`src/hdl/llhs_pkg.sv`:
```
// llhs_pkg: shared types and constants for the least-loaded heap selector
// holds the controller state type and the command/status bundles between
// controller and datapath; no dependencies
`default_nettype none

package llhs_pkg;

    // fixed field widths and the reset device count
    localparam int DEV_BITS          = 4;
    localparam int STATUS_BITS       = 2;
    localparam int CFG_BITS          = 5;
    localparam int PICK_BITS         = 64;
    localparam int S_TDATA_BITS      = 8;
    localparam int M_TDATA_BITS      = 8;
    localparam int NUM_DEVICES_RESET = 16;

    // request kinds carried on s_tuser
    localparam logic ACT_SELECT = 1'b0;
    localparam logic ACT_FREE   = 1'b1;

    // result status codes
    localparam logic [STATUS_BITS-1:0] STATUS_OK    = 2'd0;
    localparam logic [STATUS_BITS-1:0] STATUS_IDLE  = 2'd1;
    localparam logic [STATUS_BITS-1:0] STATUS_RANGE = 2'd2;

    typedef enum logic [3:0] {
        ST_IDLE,
        ST_SEL_RD,
        ST_SEL_LOAD,
        ST_DN_RD,
        ST_DN_CMP,
        ST_FR_CHK,
        ST_FR_SLOT,
        ST_FR_ENT,
        ST_UP_RD,
        ST_UP_CMP,
        ST_DONE
    } state_t;

    typedef struct packed {
        logic capture;    // latch the accepted word
        logic rd_root;    // read heap slot 0
        logic load_root;  // take the root as the moving node
        logic rd_kids;    // read both children of the current slot
        logic swap_dn;    // move the chosen child up into the current slot
        logic put_mov;    // write the moving node at the current slot
        logic rd_slot;    // read the slot of the named device
        logic rd_ent;     // read the heap entry at that slot
        logic res_range;  // report index out of range
        logic res_idle;   // report free on idle device
        logic load_free;  // take the entry as moving node, one unit less
        logic rd_parent;  // read the parent of the current slot
        logic swap_up;    // move the parent down into the current slot
        logic out_load;   // hand the result to the output register
    } dp_cmd_t;

    typedef struct packed {
        logic leaf;       // current slot has no child in use
        logic dn_swap;    // chosen child is strictly lighter
        logic range_err;  // device index not below device count
        logic idle_dev;   // device has no outstanding work
        logic at_root;    // current slot is the root
        logic up_swap;    // moving node strictly lighter than parent
        logic out_free;   // output register can take a result
    } dp_status_t;

endpackage

`default_nettype wire

```
`src/hdl/least_loaded_heap_selector.sv`:
```
// least_loaded_heap_selector: a select sifts its entry down the heap and a free sifts
// its entry up, 5 levels at most with 16 devices. one request in flight: a new word is
// accepted once the last result is handed to the output register, even while that
// result still waits in the output register. synchronous active-low reset, like a device count
// write, restores the identity order with zero workload and pick counts at once.
`default_nettype none

module least_loaded_heap_selector #(
    parameter int MAX_DEVICES   = 16,
    parameter int WORKLOAD_BITS = 32
) (
    input  wire logic                              aclk,
    input  wire logic                              aresetn,
    input  wire logic                              cfg_valid,
    output logic                                   cfg_ready,
    input  wire logic [llhs_pkg::CFG_BITS-1:0]     cfg_data,   // device count
    input  wire logic                              s_tvalid,
    output logic                                   s_tready,
    input  wire logic [llhs_pkg::S_TDATA_BITS-1:0] s_tdata,    // [3:0] target device
    input  wire logic                              s_tuser,    // [0] action
    output logic                                   m_tvalid,
    input  wire logic                              m_tready,
    output logic [llhs_pkg::M_TDATA_BITS-1:0]      m_tdata     // [3:0] chosen_device, [5:4] status
);
    import llhs_pkg::*;

    dp_cmd_t    cmd;
    dp_status_t status;

    // the device count register is always ready to take a write
    assign cfg_ready = 1'b1;

    llhs_ctrl u_ctrl (
        .aclk     (aclk),
        .aresetn  (aresetn),
        .s_tvalid (s_tvalid),
        .s_tready (s_tready),
        .s_tuser  (s_tuser),
        .status   (status),
        .cmd      (cmd)
    );

    llhs_datapath #(
        .MAX_DEVICES   (MAX_DEVICES),
        .WORKLOAD_BITS (WORKLOAD_BITS)
    ) u_datapath (
        .aclk      (aclk),
        .aresetn   (aresetn),
        .cfg_valid (cfg_valid),
        .cfg_data  (cfg_data),
        .s_tdata   (s_tdata),
        .cmd       (cmd),
        .status    (status),
        .m_tvalid  (m_tvalid),
        .m_tready  (m_tready),
        .m_tdata   (m_tdata)
    );

endmodule

`default_nettype wire

```
`src/hdl/llhs_ctrl.sv`:
```
// llhs_ctrl: sequencing state machine for select and free requests
// depends on llhs_pkg for the state type and the command/status bundles
`default_nettype none

module llhs_ctrl (
    input  wire logic                 aclk,
    input  wire logic                 aresetn,
    input  wire logic                 s_tvalid,
    output logic                      s_tready,
    input  wire logic                 s_tuser,   // [0] action
    input  wire llhs_pkg::dp_status_t status,
    output llhs_pkg::dp_cmd_t         cmd
);
    import llhs_pkg::*;

    state_t state_reg;
    state_t state_next;

    always_ff @(posedge aclk) begin
        if (!aresetn) begin
            state_reg <= ST_IDLE;
        end else begin
            state_reg <= state_next;
        end
    end

    always_comb begin
        state_next = state_reg;
        case (state_reg)
            ST_IDLE: begin
                if (s_tvalid) begin
                    state_next = (s_tuser == ACT_FREE) ? ST_FR_CHK : ST_SEL_RD;
                end
            end
            ST_SEL_RD:   state_next = ST_SEL_LOAD;
            ST_SEL_LOAD: state_next = ST_DN_RD;
            ST_DN_RD:    state_next = status.leaf ? ST_DONE : ST_DN_CMP;
            ST_DN_CMP:   state_next = status.dn_swap ? ST_DN_RD : ST_DONE;
            ST_FR_CHK:   state_next = status.range_err ? ST_DONE : ST_FR_SLOT;
            ST_FR_SLOT:  state_next = ST_FR_ENT;
            ST_FR_ENT:   state_next = status.idle_dev ? ST_DONE : ST_UP_RD;
            ST_UP_RD:    state_next = status.at_root ? ST_DONE : ST_UP_CMP;
            ST_UP_CMP:   state_next = status.up_swap ? ST_UP_RD : ST_DONE;
            ST_DONE: begin
                if (status.out_free) begin
                    state_next = ST_IDLE;
                end
            end
            default:     state_next = ST_IDLE;
        endcase
    end

    always_comb begin
        cmd      = '0;
        s_tready = 1'b0;
        case (state_reg)
            ST_IDLE: begin
                s_tready    = 1'b1;
                cmd.capture = s_tvalid;
            end
            ST_SEL_RD:   cmd.rd_root   = 1'b1;
            ST_SEL_LOAD: cmd.load_root = 1'b1;
            ST_DN_RD: begin
                cmd.put_mov = status.leaf;
                cmd.rd_kids = !status.leaf;
            end
            ST_DN_CMP: begin
                cmd.swap_dn = status.dn_swap;
                cmd.put_mov = !status.dn_swap;
            end
            ST_FR_CHK: begin
                cmd.res_range = status.range_err;
                cmd.rd_slot   = !status.range_err;
            end
            ST_FR_SLOT:  cmd.rd_ent = 1'b1;
            ST_FR_ENT: begin
                cmd.res_idle  = status.idle_dev;
                cmd.load_free = !status.idle_dev;
            end
            ST_UP_RD: begin
                cmd.put_mov   = status.at_root;
                cmd.rd_parent = !status.at_root;
            end
            ST_UP_CMP: begin
                cmd.swap_up = status.up_swap;
                cmd.put_mov = !status.up_swap;
            end
            ST_DONE:     cmd.out_load = status.out_free;
            default: begin
                cmd      = '0;
                s_tready = 1'b0;
            end
        endcase
    end

`ifndef SYNTHESIS
    // an accepted word always starts a request sequence
    assert property (@(posedge aclk) disable iff (!aresetn)
        cmd.capture |=> state_reg != ST_IDLE)
        else $error("llhs_ctrl: accepted word did not start a sequence");

    // at most one heap write per cycle
    assert property (@(posedge aclk) disable iff (!aresetn)
        $onehot0({cmd.swap_dn, cmd.swap_up, cmd.put_mov}))
        else $error("llhs_ctrl: conflicting heap writes");
`endif

endmodule

`default_nettype wire

```
`src/hdl/llhs_datapath.sv`:
```
// llhs_datapath: heap storage, sift datapath, device count and result register
// depends on llhs_pkg; driven by commands from llhs_ctrl
`default_nettype none

module llhs_datapath #(
    parameter int MAX_DEVICES   = 16,
    parameter int WORKLOAD_BITS = 32
) (
    input  wire logic                                 aclk,
    input  wire logic                                 aresetn,
    input  wire logic                                 cfg_valid,
    input  wire logic [llhs_pkg::CFG_BITS-1:0]        cfg_data,
    input  wire logic [llhs_pkg::S_TDATA_BITS-1:0]    s_tdata,  // [3:0] target device
    input  wire llhs_pkg::dp_cmd_t                    cmd,
    output llhs_pkg::dp_status_t                      status,
    output logic                                      m_tvalid,
    input  wire logic                                 m_tready,
    output logic [llhs_pkg::M_TDATA_BITS-1:0]         m_tdata   // [3:0] chosen_device, [5:4] status
);
    import llhs_pkg::*;

    localparam int IW = (MAX_DEVICES > 1) ? $clog2(MAX_DEVICES) : 1;
    localparam int CW = $clog2(MAX_DEVICES + 1);
    localparam int XW = IW + 2;
    localparam int N_RESET = (NUM_DEVICES_RESET > MAX_DEVICES) ? MAX_DEVICES
                                                                : NUM_DEVICES_RESET;
    localparam logic [WORKLOAD_BITS-1:0] WL_MAX  = '1;
    localparam logic [PICK_BITS-1:0]     PK_ONES = '1;

    // heap and device-to-slot memories; entries without a valid bit read as reset values
    logic [IW-1:0]            heap_id_mem [MAX_DEVICES];
    logic [WORKLOAD_BITS-1:0] heap_wl_mem [MAX_DEVICES];
    logic [PICK_BITS-1:0]     heap_pk_mem [MAX_DEVICES];
    logic [IW-1:0]            slot_mem    [MAX_DEVICES];
    logic [MAX_DEVICES-1:0]   heap_vld_reg;
    logic [MAX_DEVICES-1:0]   pick_vld_reg;
    logic [MAX_DEVICES-1:0]   slot_vld_reg;

    logic [CW-1:0]            n_reg;
    logic [DEV_BITS-1:0]      dev_reg;
    logic [IW-1:0]            p_reg;
    logic [IW-1:0]            mov_id_reg;
    logic [WORKLOAD_BITS-1:0] mov_wl_reg;
    logic [PICK_BITS-1:0]     mov_pk_reg;
    logic                     kid_one_reg;
    logic [DEV_BITS-1:0]      res_dev_reg;
    logic [STATUS_BITS-1:0]   res_status_reg;
    logic                     out_valid_reg;
    logic [DEV_BITS-1:0]      out_dev_reg;
    logic [STATUS_BITS-1:0]   out_status_reg;

    // registered read ports
    logic [IW-1:0]            ra_addr_reg, rb_addr_reg;
    logic [IW-1:0]            ra_id_q, rb_id_q, slot_q;
    logic [WORKLOAD_BITS-1:0] ra_wl_q, rb_wl_q;
    logic [PICK_BITS-1:0]     ra_pk_q, rb_pk_q;
    logic                     ra_vld_q, ra_pvld_q, rb_vld_q, rb_pvld_q, slot_vld_q;

    logic [IW-1:0]            ra_addr, rb_addr, slot_raddr;
    logic [XW-1:0]            l_x, r_x;
    logic                     r_out;
    logic [IW-1:0]            parent;
    logic [IW-1:0]            free_slot;
    logic [CW-1:0]            cfg_n;

    // resolved entries
    logic [IW-1:0]            ea_id, eb_id, c_id, c_addr;
    logic [WORKLOAD_BITS-1:0] ea_wl, eb_wl, c_wl;
    logic [PICK_BITS-1:0]     ea_pk, eb_pk, c_pk, pk_inc;
    logic                     take_r;

    logic                     heap_we, slot_we;
    logic [IW-1:0]            heap_wa, slot_wa;
    logic [IW-1:0]            heap_wd_id;
    logic [WORKLOAD_BITS-1:0] heap_wd_wl;
    logic [PICK_BITS-1:0]     heap_wd_pk;

    assign l_x    = XW'({p_reg, 1'b1});
    assign r_x    = l_x + XW'(1);
    assign r_out  = 32'(r_x) >= 32'(n_reg);
    assign parent = IW'((p_reg - IW'(1)) >> 1);

    assign ea_id = ra_vld_q ? ra_id_q : ra_addr_reg;
    assign ea_wl = ra_vld_q ? ra_wl_q : '0;
    assign ea_pk = (ra_vld_q && ra_pvld_q) ? ra_pk_q : '0;
    assign eb_id = rb_vld_q ? rb_id_q : rb_addr_reg;
    assign eb_wl = rb_vld_q ? rb_wl_q : '0;
    assign eb_pk = (rb_vld_q && rb_pvld_q) ? rb_pk_q : '0;

    assign free_slot = slot_vld_q ? slot_q : IW'(dev_reg);

    // equal workloads: lower pick count wins, ties to the right child
    assign take_r = !kid_one_reg &&
                    ((eb_wl < ea_wl) || ((eb_wl == ea_wl) && !(ea_pk < eb_pk)));
    assign c_id   = take_r ? eb_id : ea_id;
    assign c_wl   = take_r ? eb_wl : ea_wl;
    assign c_pk   = take_r ? eb_pk : ea_pk;
    assign c_addr = take_r ? rb_addr_reg : ra_addr_reg;
    assign pk_inc = ea_pk + PICK_BITS'(1);

    always_comb begin
        if (cfg_data == '0) begin
            cfg_n = CW'(1);
        end else if (32'(cfg_data) > 32'(MAX_DEVICES)) begin
            cfg_n = CW'(MAX_DEVICES);
        end else begin
            cfg_n = CW'(cfg_data);
        end
    end

    always_comb begin
        status.leaf      = 32'(l_x) >= 32'(n_reg);
        status.dn_swap   = take_r ? (mov_wl_reg > eb_wl) : (mov_wl_reg > ea_wl);
        status.range_err = 32'(dev_reg) >= 32'(n_reg);
        status.idle_dev  = ea_wl == '0;
        status.at_root   = p_reg == '0;
        status.up_swap   = mov_wl_reg < ea_wl;
        status.out_free  = !out_valid_reg || m_tready;
    end

    // read address selection
    always_comb begin
        ra_addr = '0;
        if (cmd.rd_root) begin
            ra_addr = '0;
        end else if (cmd.rd_kids) begin
            ra_addr = IW'(l_x);
        end else if (cmd.rd_ent) begin
            ra_addr = free_slot;
        end else if (cmd.rd_parent) begin
            ra_addr = parent;
        end
        rb_addr    = r_out ? IW'(l_x) : IW'(r_x);
        slot_raddr = IW'(dev_reg);
    end

    // heap write port
    always_comb begin
        heap_we    = cmd.put_mov || cmd.swap_dn || cmd.swap_up;
        heap_wa    = p_reg;
        heap_wd_id = mov_id_reg;
        heap_wd_wl = mov_wl_reg;
        heap_wd_pk = mov_pk_reg;
        slot_we    = heap_we;
        slot_wa    = mov_id_reg;
        if (cmd.swap_dn) begin
            heap_wd_id = c_id;
            heap_wd_wl = c_wl;
            heap_wd_pk = c_pk;
            slot_wa    = c_id;
        end else if (cmd.swap_up) begin
            heap_wd_id = ea_id;
            heap_wd_wl = ea_wl;
            heap_wd_pk = ea_pk;
            slot_wa    = ea_id;
        end
    end

    always_ff @(posedge aclk) begin
        if (heap_we) begin
            heap_id_mem[heap_wa] <= heap_wd_id;
            heap_wl_mem[heap_wa] <= heap_wd_wl;
            heap_pk_mem[heap_wa] <= heap_wd_pk;
        end
        if (slot_we) begin
            slot_mem[slot_wa] <= p_reg;
        end
        ra_addr_reg <= ra_addr;
        ra_id_q     <= heap_id_mem[ra_addr];
        ra_wl_q     <= heap_wl_mem[ra_addr];
        ra_pk_q     <= heap_pk_mem[ra_addr];
        ra_vld_q    <= heap_vld_reg[ra_addr];
        ra_pvld_q   <= pick_vld_reg[ra_addr];
        rb_addr_reg <= rb_addr;
        rb_id_q     <= heap_id_mem[rb_addr];
        rb_wl_q     <= heap_wl_mem[rb_addr];
        rb_pk_q     <= heap_pk_mem[rb_addr];
        rb_vld_q    <= heap_vld_reg[rb_addr];
        rb_pvld_q   <= pick_vld_reg[rb_addr];
        if (cmd.rd_slot) begin
            slot_q     <= slot_mem[slot_raddr];
            slot_vld_q <= slot_vld_reg[slot_raddr];
        end
    end

    // control state: device count, valid bits, output valid
    always_ff @(posedge aclk) begin
        if (!aresetn) begin
            n_reg         <= CW'(N_RESET);
            heap_vld_reg  <= '0;
            pick_vld_reg  <= '0;
            slot_vld_reg  <= '0;
            out_valid_reg <= 1'b0;
        end else begin
            if (cfg_valid) begin
                n_reg        <= cfg_n;
                heap_vld_reg <= '0;
                pick_vld_reg <= '0;
                slot_vld_reg <= '0;
            end else begin
                if (heap_we) begin
                    heap_vld_reg[heap_wa] <= 1'b1;
                    pick_vld_reg[heap_wa] <= 1'b1;
                    slot_vld_reg[slot_wa] <= 1'b1;
                end
                // pick counts wrap together
                if (cmd.load_root && pk_inc == PK_ONES) begin
                    pick_vld_reg <= '0;
                end
            end
            if (cmd.out_load) begin
                out_valid_reg <= 1'b1;
            end else if (m_tready) begin
                out_valid_reg <= 1'b0;
            end
        end
    end

    // payload registers
    always_ff @(posedge aclk) begin
        if (cmd.capture) begin
            dev_reg        <= s_tdata[DEV_BITS-1:0];
            res_dev_reg    <= s_tdata[DEV_BITS-1:0];
            res_status_reg <= STATUS_OK;
        end
        if (cmd.load_root) begin
            p_reg       <= '0;
            mov_id_reg  <= ea_id;
            res_dev_reg <= DEV_BITS'(ea_id);
            mov_wl_reg  <= (ea_wl != WL_MAX) ? ea_wl + WORKLOAD_BITS'(1) : ea_wl;
            mov_pk_reg  <= (pk_inc == PK_ONES) ? '0 : pk_inc;
        end
        if (cmd.rd_kids) begin
            kid_one_reg <= r_out;
        end
        if (cmd.swap_dn) begin
            p_reg <= c_addr;
        end
        if (cmd.swap_up) begin
            p_reg <= ra_addr_reg;
        end
        if (cmd.rd_ent) begin
            p_reg <= free_slot;
        end
        if (cmd.load_free) begin
            mov_id_reg <= ea_id;
            mov_wl_reg <= ea_wl - WORKLOAD_BITS'(1);
            mov_pk_reg <= ea_pk;
        end
        if (cmd.res_range) begin
            res_status_reg <= STATUS_RANGE;
        end
        if (cmd.res_idle) begin
            res_status_reg <= STATUS_IDLE;
        end
        if (cmd.out_load) begin
            out_dev_reg    <= res_dev_reg;
            out_status_reg <= res_status_reg;
        end
    end

    assign m_tvalid = out_valid_reg;
    assign m_tdata  = M_TDATA_BITS'({out_status_reg, out_dev_reg});

`ifndef SYNTHESIS
    // device count stays within the supported range
    assert property (@(posedge aclk) disable iff (!aresetn)
        (32'(n_reg) >= 1) && (32'(n_reg) <= MAX_DEVICES))
        else $error("llhs_datapath: device count out of range");

    // heap writes only land on slots in use
    assert property (@(posedge aclk) disable iff (!aresetn)
        heap_we |-> 32'(p_reg) < 32'(n_reg))
        else $error("llhs_datapath: heap write beyond device count");

    // a sift-down step always moves deeper into the heap
    assert property (@(posedge aclk) disable iff (!aresetn)
        cmd.swap_dn |=> 32'(p_reg) > 32'($past(p_reg)))
        else $error("llhs_datapath: sift-down did not descend");

    // a result is never loaded over one that has not been taken
    assert property (@(posedge aclk) disable iff (!aresetn)
        cmd.out_load |-> (!out_valid_reg || m_tready))
        else $error("llhs_datapath: result register overwritten");
`endif

endmodule

`default_nettype wire
```
`config.mk`:
```
export PLATFORM = sky130hd
export DESIGN_NAME = least_loaded_heap_selector
export DESIGN_NICKNAME = d
export VERILOG_FILES = /design/src/hdl/llhs_pkg.sv /design/src/hdl/least_loaded_heap_selector.sv /design/src/hdl/llhs_ctrl.sv /design/src/hdl/llhs_datapath.sv
export SDC_FILE = /design/constraint.sdc
export NUM_CORES = 2
export LEC_CHECK = 0
export BUFFER_PORTS_ARGS = -buffer_cell sky130_fd_sc_hd__buf_2
export CORE_UTILIZATION = 64
export DETAILED_ROUTE_END_ITERATION = 6
export PLACE_DENSITY_LB_ADDON = 0.2
export SETUP_SLACK_MARGIN = 0.1
export SYNTH_ARGS = -nofsm -noshare
export SYNTH_HDL_FRONTEND = slang
export SYNTH_SLANG_ARGS = --single-unit
```
`constraint.sdc`:
```
create_clock -name aclk -period 14.6 [get_ports aclk]
set_input_delay 2.92 -clock aclk [delete_from_list [all_inputs] [get_ports aclk]]
set_output_delay 2.92 -clock aclk [all_outputs]
set_load 0.02 [all_outputs]
```
# [Word level (Yosys, flattened, before mapping)]
# Memory sizes are Yosys's and may differ from the RTL's. A register that Yosys moved wholly into a read port is not among the register bits.
# Index checks and enable logic that the tools add are counted.
[classes] addsub=5 order_cmp=16 n_eq_ne=15 n_mux=83 bitwise_logic=4 n_reduce_logical=32
[ops] cell="64-bit 2-to-1 mux" count=8
[ops] cell="32-bit 2-to-1 mux" count=8
[ops] cell="4-bit 2-to-1 mux" count=24
[ops] cell="64-bit by 1-bit adder with 64-bit output (second input constant)" count=1
[ops] cell="64-bit equality test (second input constant)" count=1
[ops] cell="32-bit greater-than comparator" count=2
[ops] cell="32-bit < comparator" count=2
[ops] cell="64-bit < comparator" count=1
[ops] cell="16-bit OR" count=3
[ops] cell="4-bit case mux with 11 select lines" count=1
[ops] cell="32-bit by 1-bit adder with 32-bit output (second input constant)" count=1
[ops] cell="32-bit equality test" count=1
[ops] cell="32-bit zero test" count=1
[ops] cell="32-bit != test (second input constant)" count=1
[ops] cell="32-bit by 1-bit subtractor with 32-bit output (second input constant)" count=1
[ops] cell="4-bit by 5-bit < comparator with 1-bit output (second input constant)" count=5
[ops] cell="1-bit 2-to-1 mux" count=24
[ops] cell="1-bit binary-select mux with 4-bit select" count=5
[ops] cell="4-bit by 3-bit equality test with 1-bit output (second input constant)" count=4
[ops] cell="4-bit equality test (second input constant)" count=3
[ops] cell="2-bit 2-to-1 mux" count=6
[ops] cell="5-bit 2-to-1 mux" count=2
[ops] cell="1-bit zero test" count=9
[ops] cell="1-bit demux with 4-bit select" count=2
[ops] cell="23 further kinds" count=39
[totals] regBits=192 mem_bits_rw=1664 in_bits=19 out_inout_bits=11 wordCells=182 mem_count=4
[mem_list] memory="u_datapath.heap_pk_mem" words=16 word_bits=64 rd=2 rd_ports_with_merged_regs=2 wr=1 line_no="llhs_datapath.sv:33" source="logic [PICK_BITS-1:0] heap_pk_mem [MAX_DEVICES];"
[mem_list] memory="u_datapath.heap_wl_mem" words=16 word_bits=32 rd=2 rd_ports_with_merged_regs=2 wr=1 line_no="llhs_datapath.sv:32" source="logic [WORKLOAD_BITS-1:0] heap_wl_mem [MAX_DEVICES];"
[mem_list] memory="u_datapath.heap_id_mem" words=16 word_bits=4 rd=2 rd_ports_with_merged_regs=2 wr=1 line_no="llhs_datapath.sv:31" source="logic [IW-1:0] heap_id_mem [MAX_DEVICES];"
[mem_list] memory="u_datapath.slot_mem" words=16 word_bits=4 rd=1 rd_ports_with_merged_regs=1 wr=1 line_no="llhs_datapath.sv:34" source="logic [IW-1:0] slot_mem [MAX_DEVICES];"

# [Logic depth before layout (Yosys ltp)]
[logic_depth] depth_word=15 ltp_mapped=24 depth_no_buf=14

# [By module]
# Synthesis repeated with hierarchy kept, for this count alone.
[unflattened] cells_unflattened=8350 hier_area_um2=101270.9
[by_module_without_submodules] module="llhs_datapath" instances=1 cells_each=8282 area_per_inst_um2=100796.7 seq_area_each_um2=59056.6
[by_module_without_submodules] module="llhs_ctrl" instances=1 cells_each=66 area_per_inst_um2=462.9 seq_area_each_um2=80.1
[by_module_without_submodules] module="least_loaded_heap_selector" instances=1 cells_each=2 area_per_inst_um2=11.3 seq_area_each_um2=0.0

# [Worst setup path before layout]
# Ideal clock, no wire load.
[synth_path] kind="flip-flop to flip-flop" from="reg u_datapath.p_reg[0], in the netlist u_datapath.heap_wa[0]" to="mem u_datapath.heap_id_mem[1][0] in the netlist's numbering, enable pin" setup_time_ps=686 t_arrival_ps=9400 required_ps=13914 setup_slack_ps=4515 stages_incl_launch_ff=11 n_path_buf=1 synth_period_minus_slack_ps=10085 path_cell_list="edfxtp_1 > clkbuf_1 > inv_1 > ha_1 > o21ai_0 > a21o_1 > a21o_1 > a21oi_1 > o32ai_1 > nand2_1 > nor3_1"
[synth_between] elab_chain_len=6 elab_cells_between_ends=7 classes_between="order compare: 1; mux: 3; reduce/logical: 3"
[synth_rtl] item="start: declaration" line_no="llhs_datapath.sv:41" source="logic [IW-1:0] p_reg;"
[synth_rtl] item="start signal: assignment" line_no="llhs_datapath.sv:237" source="p_reg <= c_addr;"
[synth_rtl] item="start signal: assignment" line_no="llhs_datapath.sv:240" source="p_reg <= ra_addr_reg;"
[synth_rtl] item="start signal: assignment" line_no="llhs_datapath.sv:243" source="p_reg <= free_slot;"
[synth_rtl] item="5-bit greater-or-equal comparator or 4-bit zero test (tied branches)" line_no="llhs_datapath.sv:112, llhs_datapath.sv:116"
[synth_rtl] item="1-bit case mux with 4 select lines" line_no="llhs_ctrl.sv:56" source="case (state_reg)"
[synth_rtl] item="1-bit logical OR (2 in series)" line_no="llhs_datapath.sv:139" source="heap_we = cmd.put_mov || cmd.swap_dn || cmd.swap_up;"
[synth_rtl] item="1-bit 2-to-1 mux" line_no="llhs_datapath.sv:160" source="if (heap_we) begin"
[synth_rtl] item="1-bit 2-to-1 mux (not written as such)" line_no="llhs_datapath.sv:161" source="heap_id_mem[heap_wa] <= heap_wd_id;"
[synth_rtl] item="end: declaration" line_no="llhs_datapath.sv:31"
# Parallel ways exist; a longest one is shown, timed or not.

# [Worst setup path after layout]
[layout_path] from="reg u_datapath.ra_vld_q" to="mem u_datapath.heap_pk_mem[2][8], data pin"
[layout_between] elab_chain_len=10 elab_cells_between_ends=18 classes_between="order compare: 4; eq/ne: 1; mux: 8; reduce/logical: 5"
[layout_rtl] item="start: declaration" line_no="llhs_datapath.sv:57" source="logic ra_vld_q, ra_pvld_q, rb_vld_q, rb_pvld_q, slot_vld_q;"
[layout_rtl] item="start signal: assignment" line_no="llhs_datapath.sv:172" source="ra_vld_q <= heap_vld_reg[ra_addr];"
[layout_rtl] item="1-bit logical AND" line_no="llhs_datapath.sv:85" source="assign ea_pk = (ra_vld_q && ra_pvld_q) ? ra_pk_q : '0;"
[layout_rtl] item="64-bit 2-to-1 mux" line_no="llhs_datapath.sv:85"
[layout_rtl] item="64-bit < comparator" line_no="llhs_datapath.sv:94" source="((eb_wl < ea_wl) || ((eb_wl == ea_wl) && !(ea_pk < eb_pk)));"
[layout_rtl] item="1-bit zero test" line_no="llhs_datapath.sv:94"
[layout_rtl] item="1-bit logical AND" line_no="llhs_datapath.sv:94"
[layout_rtl] item="1-bit logical OR" line_no="llhs_datapath.sv:94"
[layout_rtl] item="1-bit logical AND" line_no="llhs_datapath.sv:93" source="assign take_r = !kid_one_reg &&"
[layout_rtl] item="1-bit 2-to-1 mux" line_no="llhs_datapath.sv:113" source="status.dn_swap = take_r ? (mov_wl_reg > eb_wl) : (mov_wl_reg > ea_wl);"
[layout_rtl] item="1-bit 2-to-1 mux" line_no="llhs_ctrl.sv:56"
[layout_rtl] item="64-bit 2-to-1 mux *" line_no="llhs_datapath.sv:146" source="if (cmd.swap_dn) begin"
[layout_rtl] item="via u_datapath.heap_wd_pk[8]" line_no="llhs_datapath.sv:76" source="logic [PICK_BITS-1:0] heap_wd_pk;"
[layout_rtl] item="end: declaration" line_no="llhs_datapath.sv:33"
# The timed path passes the listed nets; every way through them passes the cells marked *.

==> impl_metrics.tcl <==
set metrics [dict create \
    cts_root_buffer "clkbuf_16" \
    die_h_microns 397 \
    max-cap-violations 0 \
    final-setup-viol-count 0 \
    crit_chain "and2_2, buf_4, nand2_1, inv_1, ha_1, nand4_1, or4_1, a211o_1, a31oi_1, o2111ai_1, a311o_1, mux2_2, and2_4, buf_4, a222oi_1, buf_4" \
    n_antenna_cell 0 \
    ioPinCount 30 \
    violations "DRC" \
    rsz0062_at_grt "false" \
    arrival_ns 8.65 \
    h-tree-depth 4 \
    crit_path_start_kind "flop" \
    final_antenna_net_count 0 \
    numCtsBuffers 202 \
    worst_pin_slew_ns 1.30 \
    regMostFlops "u_datapath.heap_pk_mem" \
    grt_pass1_wl_microns 402000 \
    place_hpwl_microns 150000 \
    synth_edf_count 1788 \
    fin_ws_ns 6.52 \
    gr-total-overflow 0 \
    wl_microns 271000 \
    ir_drop_v 0.000254 \
    async_reset_ff_share_pct 0 \
    place_congestion 1.02 \
    grt_max_degree 173 \
    hold_violations 0 \
    routedWlPerCell_microns 29.7 \
    netlist_area_sq_um 100000 \
    core_area_sq_um 155000 \
    fmax_mhz 124 \
    synth_most_common_cell "edfxtp_1" \
    drive_gt1_share_pct 16.2 \
    cp_data_required_time_ns 15.16 \
    cts.sinks 2060 \
    ys_top_cells_by_count "1788 x edfxtp_1, 852 x nand2_1, 739 x mux2i_1, 535 x mux4_2, 356 x clkbuf_1" \
    viasPerCell 7.17 \
    grt_pass1_vias 64800 \
    drv_slew 0 \
    synth_top_area_share_pct 53.7 \
    power_density_nw_per_um2 193 \
    crit_fanout 64 \
    antenna_found_initial 2 \
    cts_tree "built" \
    fp.dieW_microns 397 \
    p_leak_uw 0.0370 \
    hp-class "flop to flop" \
    pre_cts_slack_ns 6.80 \
    fin_crit_ns 8.08 \
    syn_area_per_cell_sq_um 14.3 \
    num_rows 144 \
    skew_ns 0.0311 \
    criticalPathCategory "flop to flop" \
    nets 7103 \
    postCtsHoldBufs 0 \
    dr.pass1.iters 7 \
    netlist_instances 6977 \
    area_growth_pct 9.48 \
    synth_cell_types 82 \
    tns_ns 0 \
    crit_buf_inv 4 \
    track_usage_pct 34.3 \
    cts_resized 0 \
    clockBufferDepth 3 \
    post_cts_buffers 0 \
    largestRegisters "u_datapath.heap_pk_mem x1024, u_datapath.heap_wl_mem x512" \
    vias 65500 \
    synth_warnings 0 \
    crit_top_cell "buf_4" \
    start_util_pct 64.7 \
    worstSetupEndpointType "flop" \
    clk-insertion-delay-late_ns 0.85 \
    die-area_sq_um 158000 \
    slowest_delay_ns 0.78 \
    cpMaxStageDelayCell "or4_1" \
    ys_seq_elements 2060 \
    drt_iter0_drc 7979 \
    path_clk_slew_ns 0.06 \
    slew_headroom_pct 12.9 \
    synth_area_leaders "edfxtp_1 54%, mux4_2 12%, mux2i_1 7.4%" \
    numPortBuffers 22 \
    min_period_over_period_pct 55.4 \
    critPathTopFamily "simple AND/OR/NAND/NOR gates" \
    ys.flop_type "edfxtp_1" \
    drc 9 \
    largest_reg_flops 1024 \
    yosysSeqAreaShare_pct 59.1 \
    yosysTopAreaCell "edfxtp_1" \
    status "complete, but fails checks" \
]
-- layout by cell type (no fill, tap or decap), drive strengths merged, types with 14 or more instances in the layout --
cell type	n
or4	28
a311oi	207
o21ai	133
xnor2	44
nor3	66
mux2i	739
xor2	21
and3	21
clkbuf	284
clkinv	69
a21o	16
bufinv	17
o31a	104
a21oi	106
nand3	106
mux4	535
and2	225
nand2	852
buf	218
nor4	27
edfxtp	1788
a222oi	93
or3	19
inv	240
nand4	73
nor2	117
a211oi	222
dfxtp	272
a31oi	31
o21a	43
nand2b	23
ha	179
nor2b	14
-- cells by family (layout without fill, tap and decap cells) --
group	Yosys count	in the layout	synth area share (%)
other	2	3	0.00751
flip-flops	2060	2060	59.1
XOR/XNOR	65	65	0.569
adder cells (fa/ha/maj)	179	179	2.24
buffers and inverters	726	831	2.81
AND/OR/NAND/NOR	1616	1616	7.77
multiplexers	1286	1286	19.6
AO/OA/AOI/OAI	1043	1043	7.88
-- per-layer routing --
layer  GRT usage (%)  vias up  wire length, microns
met5               0        -                    11
met4            14.8        2                 11600
met3            5.98      771                 28000
met2            55.5     4039                130000
met1            46.0    33100                101000
li1                -    27500                     -
-- cell type report --
| class | instances | area, sq um |
|---|---|---|
| sequential | 2060 | 59100 |
| fill | 9961 | 45100 |
| multi-input combinational | 4192 | 38300 |
| clock buffer | 284 | 5730 |
| tap | 2044 | 2560 |
| timing repair buffer | 218 | 1790 |
| clock inverter | 98 | 1040 |
| inverter | 231 | 897 |
-- through the flow --
step / hold WS (ns) / utilization [%] / area [sq um] / instances / total power, uW
floorplan: 0.400 / - / 100000 / 6978 / 13600
global placement: 0.405 / 66.4 / 103000 / 8745 / 15700
detailed placement: 0.412 / 66.4 / 103000 / 8745 / 15800
CTS: 0.428 / 70.8 / 109000 / 9127 / 21100
global route: 0.431 / 70.8 / 109000 / 9127 / 21900
finish: 0.424 / 70.8 / 109000 / 9127 / 21100
-- worst paths after layout --
path / slack (ns) / from / cells after the start / end
setup / recovery: 6.52 / u_datapath.ra_vld_q / 16 / u_datapath.heap_pk_mem[2][8]
setup reg to reg: 6.52 / u_datapath.ra_vld_q / 16 / u_datapath.heap_pk_mem[2][8]
hold / removal: 0.42 / u_datapath.res_dev_reg[2] / 0 / u_datapath.out_dev_reg[2]
hold reg to reg: 0.42 / u_datapath.res_dev_reg[2] / 0 / u_datapath.out_dev_reg[2]
-- power breakdown --
part           switching (uW)  internal, uW
logic                    4350          3230
clock network            2230          3040
registers                 525          7720
No activity file was read; power rests on OpenSTA's default activity.
